==> config.mk <==
export PLATFORM = sky130hd
export DESIGN_NAME = positional_list_insert_delete_unit
export DESIGN_NICKNAME = d
export VERILOG_FILES = /design/src/hw/rtl/poslist_pkg.sv /design/src/hw/rtl/positional_list_insert_delete_unit.sv /design/src/hw/rtl/poslist_check.sv /design/src/hw/rtl/poslist_store.sv
export SDC_FILE = /design/constraint.sdc
export NUM_CORES = 2
export LEC_CHECK = 0
export BUFFER_PORTS_ARGS = -buffer_cell sky130_fd_sc_hd__buf_2
export CAP_MARGIN = 25
export CORE_ASPECT_RATIO = 1.25
export CORE_MARGIN = 2
export CORE_UTILIZATION = 50
export DETAILED_ROUTE_END_ITERATION = 16
export PLACE_DENSITY = 0.71
export SLEW_MARGIN = 25
export SYNTH_ARGS = -nofsm -noshare
export SYNTH_HDL_FRONTEND = slang
export SYNTH_SLANG_ARGS = --single-unit
==> constraint.sdc <==
create_clock -name clk -period 7.2 [get_ports clk]
set_clock_uncertainty 0.05 [all_clocks]
set_input_delay 0 -clock clk [delete_from_list [all_inputs] [get_ports clk]]
set_output_delay 0 -clock clk [all_outputs]
set_load 0.005 [all_outputs]
==> src/hw/rtl/poslist_pkg.sv <==
`timescale 1ns / 1ps

package poslist_pkg;

  localparam int POS_W  = 6;
  localparam int VAL_W  = 32;
  localparam int STAT_W = 2;
  localparam int CNT_W  = 6;

  typedef enum logic [1:0] {
    MODE_INSERT = 2'd0,
    MODE_DELETE = 2'd1,
    MODE_READ   = 2'd2
  } mode_t;

  typedef enum logic [STAT_W-1:0] {
    STATUS_OK     = 2'd0,
    STATUS_BADPOS = 2'd1,
    STATUS_FULL   = 2'd2
  } status_t;

  // decoded action for one request
  typedef struct packed {
    status_t status;
    logic    do_ins;
    logic    do_del;
    logic    do_read;
  } ctl_t;

endpackage

==> src/hw/rtl/positional_list_insert_delete_unit.sv <==
`timescale 1ns / 1ps
// start is registered into req_valid, and req_valid into the done strobe
// throughput: one request per cycle, busy is never raised
// stage one registers the request, stage two checks, shifts the store and
// registers the result; the parallel shift of every entry sets this rate
// reset clears the entry count and the strobes; store contents are left as is
// the receiver cannot stall: done marks each result for exactly one cycle
module positional_list_insert_delete_unit #(
  parameter int DEPTH      = 32,
  parameter int DATA_WIDTH = 32
) (
  input  logic                          clk,
  input  logic                          rst,
  input  logic                          start,
  output logic                          busy,
  input  logic [1:0]                    mode,
  input  logic [poslist_pkg::POS_W-1:0] position,
  input  logic [poslist_pkg::VAL_W-1:0] value,
  output logic                          done,
  output logic [poslist_pkg::STAT_W-1:0] status,
  output logic [poslist_pkg::CNT_W-1:0] entries_now,
  output logic [poslist_pkg::VAL_W-1:0] read_value
);

  localparam int CW = $clog2(DEPTH + 1);
  localparam int IW = $clog2(DEPTH);

  // request register
  logic                          req_valid;
  logic [1:0]                    req_mode;
  logic [poslist_pkg::POS_W-1:0] req_pos;
  logic [poslist_pkg::VAL_W-1:0] req_value;

  // list state
  logic [CW-1:0] count;
  logic [CW-1:0] count_next;

  poslist_pkg::ctl_t     ctl;
  logic [IW-1:0]         slot;
  logic [DATA_WIDTH-1:0] word;
  logic [DATA_WIDTH-1:0] got;
  logic [63:0]           value_wide;
  logic [63:0]           got_wide;
  logic [poslist_pkg::VAL_W-1:0] read_value_next;
  logic [poslist_pkg::POS_W-1:0] slot_full;

  // never stalls the sender
  assign busy = 1'b0;

  always_ff @(posedge clk) begin
    if (rst) begin
      req_valid <= 1'b0;
    end else begin
      req_valid <= start;
    end
  end

  // payload needs no reset
  always_ff @(posedge clk) begin
    if (start) begin
      req_mode  <= mode;
      req_pos   <= position;
      req_value <= value;
    end
  end

  // decode and range check against the current count
  poslist_check #(
    .DEPTH (DEPTH),
    .CW    (CW)
  ) u_check (
    .en       (req_valid),
    .mode     (req_mode),
    .position (req_pos),
    .count    (count),
    .ctl      (ctl)
  );

  // zero-based slot; only meaningful when the position passed the check
  assign slot_full  = req_pos - poslist_pkg::POS_W'(1);
  assign slot       = slot_full[IW-1:0];
  assign value_wide = 64'(req_value);
  assign word       = value_wide[DATA_WIDTH-1:0];

  poslist_store #(
    .DEPTH      (DEPTH),
    .DATA_WIDTH (DATA_WIDTH),
    .IW         (IW)
  ) u_store (
    .clk  (clk),
    .ctl  (ctl),
    .slot (slot),
    .word (word),
    .got  (got)
  );

  always_comb begin
    count_next = count;
    if (ctl.do_ins) begin
      count_next = count + CW'(1);
    end else if (ctl.do_del) begin
      count_next = count - CW'(1);
    end
  end

  always_ff @(posedge clk) begin
    if (rst) begin
      count <= '0;
    end else begin
      count <= count_next;
    end
  end

  // read word is zero unless a read or delete succeeded
  assign got_wide        = 64'(got);
  assign read_value_next = ctl.do_read ? got_wide[poslist_pkg::VAL_W-1:0]
                                       : '0;

  // result register: strobe for one cycle per transfer
  always_ff @(posedge clk) begin
    if (rst) begin
      done <= 1'b0;
    end else begin
      done <= req_valid;
    end
  end

  always_ff @(posedge clk) begin
    if (req_valid) begin
      status      <= ctl.status;
      entries_now <= poslist_pkg::CNT_W'(count_next);
      read_value  <= read_value_next;
    end
  end

endmodule

==> src/hw/rtl/poslist_check.sv <==
`timescale 1ns / 1ps

module poslist_check #(
  parameter int DEPTH = 32,
  parameter int CW    = $clog2(DEPTH + 1)
) (
  input  logic                         en,
  input  logic [1:0]                   mode,
  input  logic [poslist_pkg::POS_W-1:0] position,
  input  logic [CW-1:0]                count,
  output poslist_pkg::ctl_t            ctl
);

  logic [7:0] pos8;
  logic [7:0] cnt8;
  logic       ins_pos_ok;
  logic       acc_pos_ok;
  logic       full;

  assign pos8       = 8'(position);
  assign cnt8       = 8'(count);
  assign ins_pos_ok = (pos8 != 8'd0) && (pos8 <= cnt8 + 8'd1);
  assign acc_pos_ok = (pos8 != 8'd0) && (pos8 <= cnt8);
  assign full       = (cnt8 >= 8'(DEPTH));

  always_comb begin
    ctl = '{status: poslist_pkg::STATUS_BADPOS, do_ins: 1'b0, do_del: 1'b0, do_read: 1'b0};
    unique case (poslist_pkg::mode_t'(mode))
      poslist_pkg::MODE_INSERT: begin
        if (!ins_pos_ok) begin
          ctl.status = poslist_pkg::STATUS_BADPOS;
        end else if (full) begin
          ctl.status = poslist_pkg::STATUS_FULL;
        end else begin
          ctl.status = poslist_pkg::STATUS_OK;
          ctl.do_ins = en;
        end
      end
      poslist_pkg::MODE_DELETE: begin
        if (acc_pos_ok) begin
          ctl.status  = poslist_pkg::STATUS_OK;
          ctl.do_del  = en;
          ctl.do_read = 1'b1;
        end
      end
      poslist_pkg::MODE_READ: begin
        if (acc_pos_ok) begin
          ctl.status  = poslist_pkg::STATUS_OK;
          ctl.do_read = 1'b1;
        end
      end
      default: begin
        ctl.status = poslist_pkg::STATUS_BADPOS;
      end
    endcase
  end

endmodule

==> src/hw/rtl/poslist_store.sv <==
`timescale 1ns / 1ps

module poslist_store #(
  parameter int DEPTH      = 32,
  parameter int DATA_WIDTH = 32,
  parameter int IW         = $clog2(DEPTH)
) (
  input  logic                  clk,
  input  poslist_pkg::ctl_t     ctl,
  input  logic [IW-1:0]         slot,
  input  logic [DATA_WIDTH-1:0] word,
  output logic [DATA_WIDTH-1:0] got
);

  logic [DATA_WIDTH-1:0] entry [DEPTH];

  // entries at and above the slot shift in parallel
  always_ff @(posedge clk) begin
    for (int i = 0; i < DEPTH; i++) begin
      if (ctl.do_ins) begin
        if (IW'(i) == slot) begin
          entry[i] <= word;
        end else if ((i > 0) && (IW'(i) > slot)) begin
          entry[i] <= entry[(i > 0) ? i - 1 : 0];
        end
      end else if (ctl.do_del) begin
        if ((i < DEPTH - 1) && (IW'(i) >= slot)) begin
          entry[i] <= entry[(i < DEPTH - 1) ? i + 1 : i];
        end
      end
    end
  end

  assign got = entry[slot];

endmodule
==> impl_metrics.py <==
metrics = {
    "synthesis": {
        "syn_nets": 6304,
        "syn_inst": 6238,
        "synth_area_um2": 67300,
        "synth_top_area_frac": 0.492,
        "syn_avg_cell_area_um2": 10.8,
        "ys.flop_type": "edfxtp_1",
        "synth_edf_count": 1104,
        "ys_async_sr_fraction": 0,
        "synth_cell_types": 77,
        "ys.warnings.count": 0,
        "synth-seq-cells": 1112,
        "yosysTopAreaCell": "edfxtp_1",
        "ys_seq_area_frac": 0.495,
        "synth_area_leaders": "edfxtp_1, mux2i_1, a21oi_1, mux2_2, nor2_1",
    },
    "sta": {
        "fin_crit_ns": 5.14,
        "setup_slack_ns": 2.06,
        "hold_viol": 0,
        "setup_viol": 0,
        "fin_crit_sh": 0.714,
        "finalMaxSlewViolations": 0,
        "tightest_slew_ns": 1.19,
        "max_clock_freq_ghz": 0.194,
        "setup_tns_ns": 0,
        "grt_setup_unrepaired": "no",
        "max-slew-margin-rel": 0.203,
    },
    "finish": {
        "seqCellArea_um2": 33300,
        "stdcell_area_um2": 73800,
        "multi_input_comb_area_um2": 31600,
        "syn_to_final_growth_pct": 9.59,
        "drive_gt1_frac": 0.156,
        "nets": 6119,
        "nFillCells": 11500,
        "fin_cells": 7899,
    },
    "critical_path": {
        "slowest_stage": "or3_2",
        "crit_path_end_kind": "register",
        "crit_required_ns": 7.75,
        "cpLargestDelayFamily": "simple AND/OR/NAND/NOR gates",
        "cp_data_arrival_time_ns": 5.69,
        "path_cells": "inv_1 -> ha_1 -> xnor2_4 -> buf_12 -> nand2_2 -> buf_4 -> or3_2 -> a21oi_1",
        "crit_path_max_incr_delay_ns": 0.91,
        "start_kind": "register",
        "worstSetupPathType": "reg2reg",
        "cp_max_fo": 114,
        "critPathBufInv": 3,
    },
    "floorplan": {
        "start_util": 0.504,
        "die_h_um": 414,
        "io_pins": 85,
        "die_width_um": 332,
        "dieArea_um2": 138000,
        "fp.coreArea_um2": 134000,
        "rows": 150,
    },
    "run": {
        "cap_violations": 0,
    },
    "placed_design": {
        "place_congestion": 0.990,
        "place_inst": 7596,
        "port_buffers": 83,
        "dp_slack_ns": 2.31,
        "post_dp_cell_area_um2": 69200,
        "dp_hpwl_um": 163000,
    },
    "power": {
        "pwr-share-seq": 0.454,
        "leakagePower_nw": 24.6,
        "power_density_nw_per_um2": 224,
        "p_sw_mw": 4.92,
        "swShare": 0.297,
        "internal_power_mw": 11.6,
        "clockPowerShare": 0.362,
        "peakVddDrop_mv": 0.213,
        "p_total_mw": 16.6,
        "combinationalPowerShare": 0.185,
    },
    "route": {
        "dr.pass1.iters": 9,
        "wl_per_cell_um": 33.0,
        "drtIter0Drc": 7977,
        "routed_wl_um": 260000,
        "vias": 55500,
        "postRouteAntennaNets": 0,
        "drcViolationCount": 0,
        "viasPerCell": 7.02,
    },
    "outcome": {
        "run_status": "completed",
    },
    "global_route": {
        "grt_pass1_wl_um": 371000,
        "grt_antenna_before_repair": 18,
        "grtUsageTotal": 0.366,
        "grt_pass1_vias": 52600,
        "grt_max_degree": 153,
        "grt-ovfl-total": 0,
    },
    "clocking": {
        "clock_tree.buffer_depth": 3,
        "cts_root_buf": "clkbuf_16",
        "cts_sinks": 1112,
        "clock_latency_ns": 0.78,
        "cts_tree": "done",
        "h-tree-depth": 3,
        "post-cts-setup-buffers": 0,
        "clk_pin_slew_ns": 0.06,
        "cts_made_buffers": 115,
    },
    "min_path": {
        "hp-class": "in2reg",
    },
}
flip-flops by register name (all words and copies together) (netlist names):
register / count
u_store.entry: 1024
read_value: 32
req_value: 32
count: 6
entries_now: 6
req_pos: 6
req_mode: 2
status: 2
done: 1
req_valid: 1
metal layers:
layer	vias to the layer above	part of all wire	global-route usage	routed length [um]
li1	23300	-	-	-
met1	27000	0.35	0.452	90800
met2	4220	0.43	0.544	113000
met3	983	0.12	0.0807	30900
met4	20	0.099	0.313	25700
met5	-	0.00044	0.000698	115
power groups by stage:
stage | sequential [mW] | clock, mW | combinational [mW]
floorplan | 7.57 | 0 | 1.89
global placement | 7.63 | 0 | 2.82
detailed placement | 7.64 | 0 | 2.88
CTS | 7.50 | 5.99 | 2.92
global route | 7.51 | 6.22 | 3.18
finish | 7.51 | 5.99 | 3.06
cells by family (layout without fill, tap and decap cells):
kind of cell             count (synthesis)  count (layout)  share of synthesized area
AO/OA/AOI/OAI                         1609            1609                      0.144
XOR/XNOR                                15              15                    0.00206
adder cells (fa/ha/maj)                 23              23                    0.00427
buffers and inverters                  683             591                     0.0460
flip-flops                            1112            1112                      0.495
multiplexers                          1302            1302                      0.207
other                                    1               6                  0.0000557
AND/OR/NAND/NOR                       1493            1493                      0.102
through the flow:
stage | hold slack (ns) | utilization
after floorplan | 0.0489 | -
after global placement | 0.126 | 0.517
after detailed placement | 0.128 | 0.518
after CTS | 0.0294 | 0.551
after global routing | 0.109 | 0.552
final | 0.0591 | 0.552
what timing repair did:
item | in CTS | in global routing
hold endpoints to repair | 75 | 0
hold buffers | 83 | 0
setup endpoints to repair | 0 | 0
gates resized for setup | 0 | 0
worst paths after layout:
kind | end | cells past startpoint | slack, ns | start
setup / recovery | u_store.entry[1][30] | 8 | 2.06 | req_pos[1]
setup reg to reg | u_store.entry[1][30] | 8 | 2.06 | req_pos[1]
hold reg to reg | u_store.entry[0][18] | 1 | 0.54 | u_store.entry[1][18]
hold / removal | count[0] | 3 | 0.06 | rst
final cells by class:
type                       count  area share
clock inverter                75     0.00809
inverter                      17    0.000950
timing repair buffer         364      0.0401
antenna                        5    0.000170
tap                         1748      0.0296
sequential                  1112       0.452
multi-input combinational   4443       0.429
clock buffer                 135      0.0409
cell usage in the layout (no fill, tap or decap), types with 9 or more instances in the layout:
cell type and n:
nor2b_4 13, clkbuf_1 17, xnor2_1 10, o21ai_1 9, a41oi_1 24, nand3_1 238
buf_2 83, edfxtp_1 1104, ha_1 22, nor3_1 74, o22ai_1 56, and3_1 180
a21o_1 37, buf_12 10, buf_4 182, o211ai_1 34, mux2_4 90, a31oi_1 211
mux2_1 55, clkinv_1 36, mux2_2 306, dlygate4sd3_1 83, mux2i_1 851, a22oi_1 11
clkbuf_16 119, clkinv_2 22, nor2_1 647, a21oi_1 850, o221ai_4 19, nor4_1 35
a2bb2oi_1 33, inv_1 13, nor2_4 18, o21ai_0 182, a32oi_1 78, nand2_1 222
nand2b_1 13, a311oi_1 18
cell usage after synthesis (57+ instances only):
| cell | number |
|---|---|
| edfxtp_1 | 1104 |
| a32oi_1 | 78 |
| nand3_1 | 239 |
| nor3_1 | 76 |
| clkbuf_1 | 408 |
| and3_1 | 181 |
| nor2_1 | 662 |
| o21ai_0 | 192 |
| a21oi_1 | 857 |
| mux2i_1 | 851 |
| o22ai_1 | 57 |
| buf_2 | 167 |
| nand2_1 | 226 |
| mux2_2 | 306 |
| mux2_4 | 90 |
| a31oi_1 | 211 |
tightest hold or removal path, delay by kind of cell:
kind                   cells  cell delay, ns
buffers and inverters      2            0.74
and+or+nand+nor            1            0.07
(Power assumes the default switching activity.)
